### src/hdl/spcps_pkg.sv
// shared types, constants and helpers for the spi clock prescaler search unit
// used by spcps_ctrl, spcps_dpath and spi_clock_prescaler_search_unit
// no dependencies
package spcps_pkg;

  localparam int REQ_W       = 32;
  localparam int RATE_W      = 32;
  localparam int PCODE_W     = 2;
  localparam int SCODE_W     = 3;
  localparam int CAND_W      = PCODE_W + SCODE_W;
  localparam int DIVR_W      = 10;
  localparam int BITCNT_W    = 5;
  localparam int CFG_IDX_W   = 1;
  localparam int CFG_DATA_W  = 32;
  localparam int IN_TDATA_W  = 32;
  localparam int OUT_TDATA_W = 40;

  localparam logic [CFG_IDX_W-1:0] REG_INSTR_CLOCK = 1'b0;
  localparam logic [CFG_IDX_W-1:0] REG_MAX_LINK    = 1'b1;

  localparam logic [CFG_DATA_W-1:0] INSTR_CLOCK_RST = 32'd40000000;
  localparam logic [CFG_DATA_W-1:0] MAX_LINK_RST    = 32'd10000000;

  // primary prescaler codes
  localparam logic [PCODE_W-1:0] PRI_DIV64 = 2'd0;
  localparam logic [PCODE_W-1:0] PRI_DIV16 = 2'd1;
  localparam logic [PCODE_W-1:0] PRI_DIV4  = 2'd2;
  localparam logic [PCODE_W-1:0] PRI_DIV1  = 2'd3;

  localparam logic [CAND_W-1:0]   LAST_CAND = {CAND_W{1'b1}};
  localparam logic [BITCNT_W-1:0] LAST_BIT  = {BITCNT_W{1'b1}};

  typedef struct packed {
    logic               load_req;
    logic               div_init;
    logic               div_step;
    logic               eval;
    logic               out_load;
    logic [PCODE_W-1:0] pcode;
    logic [SCODE_W-1:0] scode;
  } dp_cmd_t;

  typedef struct packed {
    logic hit;
  } dp_stat_t;

  // combined divisor: primary divisor times (8 - secondary code)
  function automatic logic [DIVR_W-1:0] cand_divisor(input logic [PCODE_W-1:0] pcode,
                                                     input logic [SCODE_W-1:0] scode);
    logic [3:0] sec;
    sec = 4'd8 - {1'b0, scode};
    case (pcode)
      PRI_DIV64: cand_divisor = {sec, 6'b0};
      PRI_DIV16: cand_divisor = {2'b0, sec, 4'b0};
      PRI_DIV4:  cand_divisor = {4'b0, sec, 2'b0};
      default:   cand_divisor = {6'b0, sec};
    endcase
  endfunction

endpackage

### src/hdl/spcps_ctrl.sv
// sequencer for the prescaler search: walks the 32 candidates and the divider bits
// depends on spcps_pkg
module spcps_ctrl import spcps_pkg::*; (
  input  logic     clk,
  input  logic     rst,
  input  logic     in_valid,
  output logic     in_ready,
  output logic     out_valid,
  input  logic     out_ready,
  output dp_cmd_t  cmd,
  input  dp_stat_t stat
);

  localparam logic [2:0] ST_IDLE = 3'd0;
  localparam logic [2:0] ST_INIT = 3'd1;
  localparam logic [2:0] ST_DIV  = 3'd2;
  localparam logic [2:0] ST_EVAL = 3'd3;
  localparam logic [2:0] ST_DONE = 3'd4;

  logic [2:0]          state, state_next;
  logic [CAND_W-1:0]   cand, cand_next;
  logic [BITCNT_W-1:0] bit_cnt, bit_cnt_next;
  logic                out_valid_next;

  always_comb begin
    state_next     = state;
    cand_next      = cand;
    bit_cnt_next   = bit_cnt;
    in_ready       = 1'b0;
    cmd            = '0;
    cmd.pcode      = cand[CAND_W-1:SCODE_W];
    cmd.scode      = cand[SCODE_W-1:0];
    case (state)
      ST_IDLE: begin
        in_ready = 1'b1;
        if (in_valid) begin
          cmd.load_req = 1'b1;
          cand_next    = '0;
          state_next   = ST_INIT;
        end
      end
      ST_INIT: begin
        cmd.div_init = 1'b1;
        bit_cnt_next = '0;
        state_next   = ST_DIV;
      end
      ST_DIV: begin
        cmd.div_step = 1'b1;
        bit_cnt_next = bit_cnt + 1'b1;
        if (bit_cnt == LAST_BIT) begin
          state_next = ST_EVAL;
        end
      end
      ST_EVAL: begin
        cmd.eval = 1'b1;
        // an exact match ends the search at once
        if (stat.hit || cand == LAST_CAND) begin
          state_next = ST_DONE;
        end else begin
          cand_next  = cand + 1'b1;
          state_next = ST_INIT;
        end
      end
      ST_DONE: begin
        if (!out_valid || out_ready) begin
          cmd.out_load = 1'b1;
          state_next   = ST_IDLE;
        end
      end
      default: begin
        state_next = ST_IDLE;
      end
    endcase
  end

  always_comb begin
    out_valid_next = out_valid;
    if (cmd.out_load) begin
      out_valid_next = 1'b1;
    end else if (out_ready) begin
      out_valid_next = 1'b0;
    end
  end

  always_ff @(posedge clk) begin
    if (rst) begin
      state     <= ST_IDLE;
      cand      <= '0;
      bit_cnt   <= '0;
      out_valid <= 1'b0;
    end else begin
      state     <= state_next;
      cand      <= cand_next;
      bit_cnt   <= bit_cnt_next;
      out_valid <= out_valid_next;
    end
  end

  a_accept_starts: assert property (@(posedge clk) disable iff (rst)
    (in_valid && in_ready) |=> (state == ST_INIT && cand == '0))
    else $error("search did not start at the first candidate");

  a_div_to_eval: assert property (@(posedge clk) disable iff (rst)
    (state == ST_DIV && bit_cnt == LAST_BIT) |=> (state == ST_EVAL))
    else $error("divider did not hand over to evaluation");

  a_cand_advance: assert property (@(posedge clk) disable iff (rst)
    (state == ST_EVAL && !stat.hit && cand != LAST_CAND) |=>
      (cand == $past(cand) + 1'b1 && state == ST_INIT))
    else $error("candidate counter did not advance");

  a_no_overwrite: assert property (@(posedge clk) disable iff (rst)
    cmd.out_load |-> (!out_valid || out_ready))
    else $error("pending result overwritten");

endmodule

### src/hdl/spcps_dpath.sv
// datapath: config registers, bit-serial divider, best-candidate tracking, result register
// depends on spcps_pkg
module spcps_dpath import spcps_pkg::*; (
  input  logic                  clk,
  input  logic                  rst,
  input  logic                  cfg_we,
  input  logic [CFG_IDX_W-1:0]  cfg_index,
  input  logic [CFG_DATA_W-1:0] cfg_data,
  input  logic [REQ_W-1:0]      requested_bps,
  input  dp_cmd_t               cmd,
  output dp_stat_t              stat,
  output logic [RATE_W-1:0]     achieved_bps,
  output logic [PCODE_W-1:0]    primary_code,
  output logic [SCODE_W-1:0]    secondary_code,
  output logic                  found
);

  logic [CFG_DATA_W-1:0] instr_clock_hz;
  logic [CFG_DATA_W-1:0] max_link_bps;

  logic [REQ_W-1:0]   req;
  logic [DIVR_W-1:0]  divisor;
  logic [DIVR_W-1:0]  rem;
  logic [RATE_W-1:0]  quo;
  logic [RATE_W-1:0]  best;
  logic [PCODE_W-1:0] best_p;
  logic [SCODE_W-1:0] best_s;
  logic               hit;

  logic [DIVR_W:0]   partial;
  logic [DIVR_W+1:0] diff;
  logic              borrow;
  logic              exact;
  logic              better;

  always_ff @(posedge clk) begin
    if (rst) begin
      instr_clock_hz <= INSTR_CLOCK_RST;
      max_link_bps   <= MAX_LINK_RST;
    end else if (cfg_we) begin
      case (cfg_index)
        REG_INSTR_CLOCK: instr_clock_hz <= cfg_data;
        REG_MAX_LINK:    max_link_bps   <= cfg_data;
        default:         ;
      endcase
    end
  end

  // restoring division, one quotient bit per cycle; remainder stays below the divisor
  assign partial = {rem, quo[RATE_W-1]};
  assign diff    = {1'b0, partial} - {2'b0, divisor};
  assign borrow  = diff[DIVR_W+1];

  assign exact    = (quo == req);
  assign better   = (req > quo) && (quo > best) && (quo <= max_link_bps);
  assign stat.hit = exact;

  always_ff @(posedge clk) begin
    if (cmd.load_req) begin
      req <= requested_bps;
    end
    if (cmd.div_init) begin
      divisor <= cand_divisor(cmd.pcode, cmd.scode);
      rem     <= '0;
      quo     <= instr_clock_hz;
    end else if (cmd.div_step) begin
      rem <= borrow ? partial[DIVR_W-1:0] : diff[DIVR_W-1:0];
      quo <= {quo[RATE_W-2:0], ~borrow};
    end
  end

  always_ff @(posedge clk) begin
    if (cmd.load_req) begin
      best   <= '0;
      best_p <= '0;
      best_s <= '0;
      hit    <= 1'b0;
    end else if (cmd.eval && (exact || better)) begin
      best   <= quo;
      best_p <= cmd.pcode;
      best_s <= cmd.scode;
      hit    <= exact;
    end
  end

  always_ff @(posedge clk) begin
    if (cmd.out_load) begin
      achieved_bps   <= best;
      primary_code   <= best_p;
      secondary_code <= best_s;
      found          <= hit || (best != '0);
    end
  end

endmodule

### src/hdl/spi_clock_prescaler_search_unit.sv
// Picks the primary (div 64/16/4/1) and secondary (div 8..1) prescaler pair for a
// requested bit rate. One request is searched at a time: each of up to 32 candidates
// takes a divider load, 32 steps of a bit-serial 32-bit divider and an evaluation;
// an exact match ends the search early. The finished result sits in an output
// register, so the next request can be accepted while it waits to be taken.
// Configuration is written through cfg_we / cfg_index / cfg_data; the user must
// write it only while the unit is idle, which the unit itself does not enforce.
// depends on spcps_pkg, spcps_ctrl, spcps_dpath
module spi_clock_prescaler_search_unit import spcps_pkg::*; (
  input  logic                   clk,
  input  logic                   rst,
  input  logic                   cfg_we,
  input  logic [CFG_IDX_W-1:0]   cfg_index,
  input  logic [CFG_DATA_W-1:0]  cfg_data,
  input  logic                   s_axis_tvalid,
  output logic                   s_axis_tready,
  input  logic [IN_TDATA_W-1:0]  s_axis_tdata,  // [31:0] requested_bps
  output logic                   m_axis_tvalid,
  input  logic                   m_axis_tready,
  // [31:0] achieved_bps, [33:32] primary_code, [36:34] secondary_code, [37] found,
  // [39:38] zero
  output logic [OUT_TDATA_W-1:0] m_axis_tdata
);

  dp_cmd_t  cmd;
  dp_stat_t stat;

  logic [RATE_W-1:0]  achieved_bps;
  logic [PCODE_W-1:0] primary_code;
  logic [SCODE_W-1:0] secondary_code;
  logic               found;

  spcps_ctrl u_ctrl (
    .clk       (clk),
    .rst       (rst),
    .in_valid  (s_axis_tvalid),
    .in_ready  (s_axis_tready),
    .out_valid (m_axis_tvalid),
    .out_ready (m_axis_tready),
    .cmd       (cmd),
    .stat      (stat)
  );

  spcps_dpath u_dpath (
    .clk            (clk),
    .rst            (rst),
    .cfg_we         (cfg_we),
    .cfg_index      (cfg_index),
    .cfg_data       (cfg_data),
    .requested_bps  (s_axis_tdata[REQ_W-1:0]),
    .cmd            (cmd),
    .stat           (stat),
    .achieved_bps   (achieved_bps),
    .primary_code   (primary_code),
    .secondary_code (secondary_code),
    .found          (found)
  );

  assign m_axis_tdata = {2'b00, found, secondary_code, primary_code, achieved_bps};

endmodule

### config.mk
export PLATFORM = sky130hd
export DESIGN_NAME = spi_clock_prescaler_search_unit
export DESIGN_NICKNAME = d
export VERILOG_FILES = /design/src/hdl/spcps_pkg.sv /design/src/hdl/spcps_ctrl.sv /design/src/hdl/spcps_dpath.sv /design/src/hdl/spi_clock_prescaler_search_unit.sv
export SDC_FILE = /design/constraint.sdc
export NUM_CORES = 1
export LEC_CHECK = 0
export ABC_AREA = 1
export BUFFER_PORTS_ARGS = -buffer_cell sky130_fd_sc_hd__buf_2
export CAP_MARGIN = 20
export CORE_MARGIN = 2
export CORE_UTILIZATION = 35
export CTS_CLUSTER_SIZE = 25
export DETAILED_ROUTE_END_ITERATION = 10
export PLACE_DENSITY = 0.55
export SETUP_SLACK_MARGIN = 0.05
export SYNTH_ARGS = -nofsm -noshare
export SYNTH_HDL_FRONTEND = slang
export SYNTH_SLANG_ARGS = --single-unit
### constraint.sdc
create_clock -name clk -period 5.6 [get_ports clk]
set_clock_uncertainty 0.1 [all_clocks]
set_input_delay 1.68 -clock clk [delete_from_list [all_inputs] [get_ports clk]]
set_output_delay 1.68 -clock clk [all_outputs]
set_load 0.1 [all_outputs]
# [Yosys cells after proc, flatten, opt, wreduce, memory -nomap -nowiden]
# Cells that the tools add are included.
[word_totals] out_inout_bits=42 register_bits=238 input_bits=70
[classes] add_sub_neg=4 magnitude_cmp=3 n_bitwise=2 n_eq_ne=13 reduce_logical=19 mux=23
[op_table] operator="> comparator 32 bit" count=2
[op_table] operator="2-to-1 mux 32 bit" count=2
[op_table] operator="== test 32 bit" count=1
[op_table] operator="less-or-equal comparator 32 bit" count=1
[op_table] operator="nonzero test 32 bit" count=1
[op_table] operator="case mux 10 bit (3 select lines)" count=1
[op_table] operator="case mux 5 bit (2 select lines)" count=2
[op_table] operator="case mux 3 bit (5 select lines)" count=1
[op_table] operator="2-to-1 mux 3 bit" count=4
[op_table] operator="subtractor 11 x 10 -> 12 bit" count=1
[op_table] operator="adder 5 x 1 -> 5 bit (second input constant)" count=2
[op_table] operator="== test 5 bit (second input constant)" count=2
[op_table] operator="2-to-1 mux 1 bit" count=10
[op_table] operator="2-to-1 mux 10 bit" count=1
[op_table] operator="2-to-1 mux 5 bit" count=2
[op_table] operator="nonzero test 2 bit" count=4
[op_table] operator="== test 3 x 2 -> 1 bit (second input constant)" count=2
[op_table] operator="AND reduction 3 bit" count=2
[op_table] operator="logical OR 1 bit" count=4
[op_table] operator="!= test 2 x 1 -> 1 bit (second input constant)" count=2
[op_table] operator="!= test 2 bit (second input constant)" count=2
[op_table] operator="AND reduction 2 bit" count=2
[op_table] operator="subtractor 4 x 3 -> 4 bit (first input constant)" count=1
[op_table] operator="== test 3 x 1 -> 1 bit (second input constant)" count=1
[op_table] operator="8 further kinds" count=11

# [Longest topological paths before layout]
# Gate-level depths: netlist of run 1.
[logic_depth] ltp_word=5 mapped_depth=21 ltp_nobuf=19

# [Hierarchy]
# Synthesis of run 1 repeated with hierarchy kept, for this count alone.
[unflattened] cells_unflattened=1334 hier_area_um2=11778.8
[by_module_without_submodules] module="spcps_dpath" seq_area_each_um2=5605.4 n_inst=1 area_per_inst_um2=10984.3 cells_per_inst=1221
[by_module_without_submodules] module="spcps_ctrl" seq_area_each_um2=280.3 n_inst=1 area_per_inst_um2=768.2 cells_per_inst=109
[by_module_without_submodules] module="spi_clock_prescaler_search_unit" seq_area_each_um2=0.0 n_inst=1 area_per_inst_um2=26.3 cells_per_inst=4

# [Worst setup path after synthesis of run 1]
# No wires, ideal clock.
[synth_path] path_type="input -> register" start="input m_axis_tready" end="register u_dpath.achieved_bps[0] (enable)" path_stages=2 setup_time_ps=528 n_path_buf=0 arrival_time_ps=5360 path_slack_ps=-388 required_time_ps=4972 cell_sequence="nor2_1 -> nor4_1"
[synth_rtl] element="from (decl)" line="spi_clock_prescaler_search_unit.sv:19" rtl="input logic m_axis_tready,"
[synth_rtl] element="to (signal assigned)" line="spcps_dpath.sv:88" rtl="achieved_bps <= best;"
[synth_rtl] element="to (decl)" line="spcps_dpath.sv:12" rtl="output logic [RATE_W-1:0] achieved_bps,"

# [Worst setup path in the final report of run 1]
[layout_path] start="register u_ctrl.state[0]" end="output s_axis_tready"
[layout_via] elab_chain_len=2
[layout_lines] element="from (decl)" line="spcps_ctrl.sv:20" rtl="logic [2:0] state, state_next;"
[layout_lines] element="from (signal assigned)" line="spcps_ctrl.sv:92" rtl="state <= state_next;"
[layout_lines] element="zero test 3 bit" line="spcps_ctrl.sv:33" rtl="case (state)"
[layout_lines] element="2-to-1 mux 1 bit" line="spcps_ctrl.sv:33"
[layout_lines] element="to (decl)" line="spi_clock_prescaler_search_unit.sv:16" rtl="output logic s_axis_tready,"
# Every way passes these cells.

==> results.md, run 1 <==
- Dpl hpwl: a little under 20000 um
- Worst Setup End Kind: primary output
- Clock-pin transition on the worst setup and hold timing paths: about 0.06 ns
- PortBufs: 109
- Net Switching: roughly 1.6 mW
- Total GRT Usage: 0.164
- Critical Path Max Stage Delay: 0.50 ns
- Die height: 185 um
- Max-cap check violation count: 0
- Top cells by area, synth: edfxtp_1, dfxtp_1, ha_1
- # rows: 66
- Worst Tran Pin Value: 0.916 ns
- Core area: between 30000 and 40000 um2
- CP Max Fanout: 6
- # fillers: approximately 3300
- Netlist cell types: 37
- Max VDD drop: 0.225 mV
- Skew-Pair Late Insertion Delay: 0.55 ns
- # setup viols final: 0
- Die area: roughly 34000 um2
- Antenna Nets Post-Route: 0
- ANT cells: 0
- Slowest CP cell: buf_2
- Via Count: 8789
- DR DRC count: 0
- Vias per inst: ~4.7
- Post-DP Area: roughly 12000 um2
- Sequential share of power: 0.421
- Leak: between 5 and 6 nW
- Placed Instances: 1819
- Yosys warnings: 0
- Initial antenna violation count: 0
- Gr ovfl total: 0
- CTS tree: built
- Synthesis-to-layout area growth: 16.9%
- Max clock buf depth: 3
- Fin. Hold Viols: 0
- Clock sink count: 238
- Finished Cell Area: between 10000 and 15000 um2
- Post-cts hold buffer count: 0
- Final Slew Violations: 0
- PwrDens: 380 nW/um2
- Top cell type's share of synthesized area: 0.294
- Vias in the first global route: 8483
- Mapped Avg Cell Area: about 8.8 um2
- Fin crit period: between 3 and 4 ns
- Seq/Total Area, Yosys: 0.514
- Setup bufs post-CTS: 0
- Rel. slew slack: 0.387
- Non-filler cells, final: approximately 1900
- First-pass iteration count of the detailed router: 5
- WL per Instance: 14.7 um
- Critical path required time: roughly 3.8 ns
- Synth area leader: edfxtp_1
- Fmax: 0.278 GHz
- Layout Nets: roughly 1600
- Setup TNS: 0 ns
- Outcome: finished, final reports clean
- Cell-internal power: 3.52 mW
- Mapped Area: roughly 11000 um2
- Clk network pwr share: 0.359
- Hold Crit Class: reg2reg
- Mapped Cells: around 1300
- Share of layout cells above drive strength 1: 0.126
- CTS buffer count: 28
- Post-CTS resize count: 0
- DRT iter0 DRCs: roughly 500
- Chip width: around 180 um
- # H-tree levels: 1
- Ports: 112
- Flops & latches, synth: 238
- Largest net degree at the start of global routing: 74
- First-pass GRT wire length: roughly 44000 um
- Type of origin of the critical path: register
- Clock root buffer: clkbuf_16
- CP Data Arrival Time: about 1.8 ns
- Routability cong.: about 0.78
- Post-detailed-routing wire length: 27500 um
- CP cell instances: nor3_1, buf_2
- Final worst path period share: 0.642
- RSZ-0062 raised after global routing: no
- Initial Util: 0.354
- Worst Setup Path Type: reg2out
- Hold slack: around 0.33 ns
- Sw Ratio: 0.307
- Comb pwr share: 0.219
## flip-flops by register name, indices dropped and copies added, names as in the netlist
| name | count |
|---|---|
| u_ctrl.bit_cnt | 5 |
| u_ctrl.cand | 5 |
| u_ctrl.out_valid | 1 |
| u_ctrl.state | 3 |
| u_dpath.achieved_bps | 32 |
| u_dpath.best | 32 |
| u_dpath.best_p | 2 |
| u_dpath.best_s | 3 |
| u_dpath.divisor | 10 |
| u_dpath.found | 1 |
| u_dpath.hit | 1 |
| u_dpath.instr_clock_hz | 32 |
| u_dpath.max_link_bps | 32 |
| u_dpath.primary_code | 2 |
| u_dpath.quo | 32 |
| u_dpath.rem | 10 |
| u_dpath.req | 32 |
| u_dpath.secondary_code | 3 |
## area by class of cell
cell class              count  area [um2]  share of cell area
multi-input cells         859        4770               0.356
repair buffers            120         648              0.0484
inverters                 160         601              0.0449
flip-flops and latches    238        5890               0.440
well taps                 442         553              0.0413
clock inverters            17         160              0.0120
clock buffers              35         768              0.0574
## cells by family after synthesis
family	share of synthesized area
compound gates	0.107
xor+xnor	0.00459
fa+ha+maj	0.123
buf+inv	0.0724
flops	0.514
other cells	0.000327
simple gates	0.179
## Yosys cell counts
cell type,instances
nand2_1,276
nor2_1,165
inv_1,148
dfxtp_1,126
edfxtp_1,112
ha_1,111
o21ai_0,102
a21oi_1,95
clkbuf_1,29
nand3_1,24
nor3_1,14
nand4_1,10
o211ai_1,10
inv_2,9
nor4_1,9
o21ai_1,8
buf_6,7
o22ai_1,7
a21o_1,4
xor2_1,4
buf_2,3
buf_4,3
clkinv_1,3
nor3_2,3
o21a_1,3
a31oi_1,2
xnor2_1,2
a221oi_1,1
buf_1,1
conb_1,1
fa_1,1
nand3b_1,1
nor3_4,1
nor3b_1,1
nor4_2,1
o21bai_1,1
or3_1,1
## path summary, 6_finish.rpt
kind	cells past startpoint	start	slack, ns	to
max	2	u_ctrl.state[0]	2.01	s_axis_tready
min	0	u_dpath.best_s[0]	0.33	u_dpath.secondary_code[0]
max reg2reg	14	u_dpath.quo[23]	2.10	u_dpath.best[7]
min reg2reg	0	u_dpath.best_s[0]	0.33	u_dpath.secondary_code[0]
## power groups by stage
stage,logic (mW),clock network (mW),registers [mW]
final,1.11,1.83,2.14
after CTS,1.13,1.87,2.14
after global placement,1.09,0,2.18
after detailed placement,1.12,0,2.18
after floorplan,0.823,0,2.14
after global routing,1.31,1.94,2.16
## cells in the final DEF (no fill, tap or decap), types with 2 or more instances in the layout
cell / n
o22ai_1: 7
dfxtp_1: 126
nor4_1: 8
o21ai_0: 102
nor2_1: 164
nor3_1: 14
nor3_2: 2
nand4_1: 10
nor3_4: 2
o21a_1: 3
clkbuf_8: 2
bufinv_16: 3
clkbuf_1: 4
ha_1: 111
clkbuf_16: 29
a21oi_1: 95
clkinv_1: 9
o211ai_1: 10
buf_2: 109
inv_2: 9
nand2_1: 275
o21ai_1: 8
buf_4: 10
nand3_1: 24
xor2_1: 4
a21o_1: 4
clkinv_2: 7
conb_1: 2
a31oi_1: 2
inv_1: 147
edfxtp_1: 112
xnor2_1: 2
## layer usage
layer	vias up	routed length (um)	global-route usage	part of all wire
li1	4532	-	-	-
met1	4073	12700	0.217	0.46
met4	0	586	0.0422	0.021
met2	142	13000	0.281	0.47
met5	-	0	0	0
met3	42	1200	0.0244	0.044
## stage by stage
| stage | setup slack, ns | utilization | total power [mW] |
|---|---|---|---|
| 6_report | 2.01 | 0.413 | 5.08 |
| 5_1_grt | 1.79 | 0.413 | 5.42 |
| 4_1_cts | 1.95 | 0.413 | 5.14 |
| 3_5_place_dp | 2.10 | 0.385 | 3.30 |
| 3_3_place_gp | 2.12 | 0.384 | 3.27 |
| 2_1_floorplan | 1.22 | - | 2.96 |
## critical path: cells and delay by family (launching register included)
| kind | cells | cell delay (ns) |
|---|---|---|
| simple gates | 1 | 0.37 |
| flops | 1 | 0.39 |
| buf+inv | 1 | 0.50 |
(Power assumes the default switching activity.)
==> run 2: changes to the inputs <==
--- a/config.mk
+++ b/config.mk
@@ -12,7 +12,7 @@
 export CORE_UTILIZATION = 35
 export CTS_CLUSTER_SIZE = 25
 export DETAILED_ROUTE_END_ITERATION = 10
-export PLACE_DENSITY = 0.55
+export PLACE_DENSITY = 0.53
 export SETUP_SLACK_MARGIN = 0.05
 export SYNTH_ARGS = -nofsm -noshare
 export SYNTH_HDL_FRONTEND = slang
==> constraint.sdc (replaced) <==
create_clock -name clk -period 3.7 [get_ports clk]
set_clock_uncertainty 0.1 [all_clocks]
set_input_delay 1.11 -clock clk [delete_from_list [all_inputs] [get_ports clk]]
set_output_delay 1.11 -clock clk [all_outputs]
set_load 0.1 [all_outputs]
==> run 2 against run 1 <==
Via count is 0.39% lower. First-iteration DRC count is 0.79% lower. Final cell count is 0.16% higher. Clock power is 49% higher. Combinational power is 54% higher. Sequential share of layout area is 0.082 points lower. Non-clock buffer count is 5 higher. Cell area is 0.19% higher. Die area stayed put. Routed wire length is 5.0% higher. Critical path type is now reg2reg. Largest cell class unchanged. Highest routed layer unchanged.
==> results.md, run 2 (synthesis results as in run 1) <==
- Layout Utilization: 0.414
- Leak: 5.79 nW
- CP Max Fanout: 44
- Clock sink count: 238
- First-pass iteration count of the detailed router: 4
- Ports: roughly 110
- Total GRT Usage: 0.170
- Type of origin of the critical path: register
- Largest net degree at the start of global routing: 73
- Share of layout cells above drive strength 1: 0.128
- Setup bufs post-CTS: 0
- Max-cap check violation count: 0
- Chip width: roughly 180 um
- Vias per inst: approximately 4.7
- Routability cong.: around 0.83
- Most frequent cells in the layout: nand2_1, nor2_1, inv_1
- CTS tree: built
- # H-tree levels: 1
- Gr ovfl total: 0
- Fin crit period: about 3 ns
- Fmax: about 0.33 GHz
- # fillers: roughly 3300
- Post-DP Area: about 13000 um2
- Placed Instances: 1824
- Synthesis-to-layout area growth: 17.1%
- Worst Setup Path Type: reg2reg
- Initial antenna violation count: 0
- PwrDens: 573 nW/um2
- Crit path max-delay family: simple AND/OR/NAND/NOR gates
- Post-CTS resize count: 0
- Post-detailed-routing wire length: 28800 um
- Slowest CP cell: edfxtp_1
- # rows: 66
- WL per Instance: 15.4 um
- Initial Util: 0.354
- Buf/Inv on CP: 3
- Final Slew Violations: 0
- RSZ-0062 raised after global routing: no
- Dpl hpwl: roughly 21000 um
- Layout Nets: between 1500 and 2000
- Fin. Hold Viols: 0
- ANT cells: 0
- Busiest grt layer: met2
- Clock-pin transition on the worst setup and hold timing paths: 0.06 ns
- Non-filler cells, final: 1874
- CP Data Arrival Time: around 3.3 ns
- Hold Crit Class: reg2reg
- Grt met3 use: 0.0254
- Final worst path period share: 0.811
- Setup TNS: 0 ns
- Rel. slew slack: 0.480
- Via Count: a little under 9000
- Most common cell after layout, fill and taps aside: nand2_1
- Worst Tran Pin Value: 0.781 ns
- Die height: ~180 um
- Post-cts hold buffer count: 0
- CTS buffer count: 27
- Skew-Pair Late Insertion Delay: ~0.54 ns
- Critical Path Max Stage Delay: 0.41 ns
- CP dominant cell by count: nand2_1
- Vias in the first global route: about 8300
- Worst Setup End Kind: register
- Max VDD drop: 0.295 mV
- # setup viols final: 0
- CP cell instances: inv_1, ha_1, nand2_1, nor2_1, nand4_1, nor3b_1, buf_4, nand3_1, nand2_2, buf_12, nand2_1, nand2_1, nor2_1
- Finished Cell Area: roughly 13000 um2
- Die area: 34200 um2
- DR DRC count: 0
- Outcome: finished, final reports clean
- PortBufs: around 110
- GR Layer Usage met1: 0.232
- DRT iter0 DRCs: about 510
- Max clock buf depth: 3
- Overall Power: 7.68 mW
- Critical path required time: ~4.0 ns
- Met2 usage: 0.286
- First-pass GRT wire length: ~45000 um
- Core area: ~32000 um2
- Antenna Nets Post-Route: 0
- Clock root buffer: clkbuf_16
[run 2: changes by cell type in the layout (fill, tap and decap cells not counted)]
cell	delta
clkbuf_16	-2
clkinv_1	+2
clkinvlp_4	+1
clkinv_2	-2
buf_16	-1
bufinv_16	+1
clkbuf_1	-2
nor3_1	-1
clkinv_4	-1
buf_12	+2
nor3_2	+1
buf_4	+4
inv_6	+1
[run 2: worst register-to-register path: stages, from the launching register on]
cell	delay (ns)
edfxtp_1	0.41
inv_1	0.15
ha_1	0.31
nand2_1	0.06
nor2_1	0.16
nand4_1	0.21
nor3b_1	0.38
buf_4	0.18
nand3_1	0.10
nand2_2	0.35
buf_12	0.27
nand2_1	0.10
nand2_1	0.07
nor2_1	0.05
[run 2: per-layer routing]
metal	routed length [um]	part of all wire	vias to the layer above
met4	416	0.014	0
met5	0	0	-
li1	-	-	4538
met3	1320	0.046	30
met1	13600	0.47	4021
met2	13500	0.47	166
[run 2: metrics by stage]
step	setup slack (ns)	hold WS, ns
2_1_floorplan	0.342	0.309
3_3_place_gp	0.753	0.328
3_5_place_dp	0.759	0.325
4_1_cts	0.712	0.339
5_1_grt	0.532	0.345
6_report	0.699	0.339
[run 2: area by class of cell]
type                            instances  area, um2  area share
Sequential cell                       238       5890       0.439
Multi-Input combinational cell        859       4770       0.356
Clock buffer                           31        711      0.0530
Timing Repair Buffer                  125        691      0.0515
Inverter                              160        601      0.0448
Tap cell                              442        553      0.0413
Clock inverter                         19        195      0.0146
[run 2: final timing paths]
check / startpoint / end / slack (ns) / cells past startpoint
worst max-delay path: u_dpath.quo[6] / u_dpath.best[11] / 0.70 / 13
worst min-delay path: u_dpath.best_p[0] / u_dpath.primary_code[0] / 0.34 / 0
worst max register to register: u_dpath.quo[6] / u_dpath.best[11] / 0.70 / 13
worst min register to register: u_dpath.best_p[0] / u_dpath.primary_code[0] / 0.34 / 0
[run 2: power breakdown]
part           switching (mW)  internal, mW
clock network            1.08          1.65
registers               0.179          3.07
logic                    1.11         0.601
total                    2.36          5.32
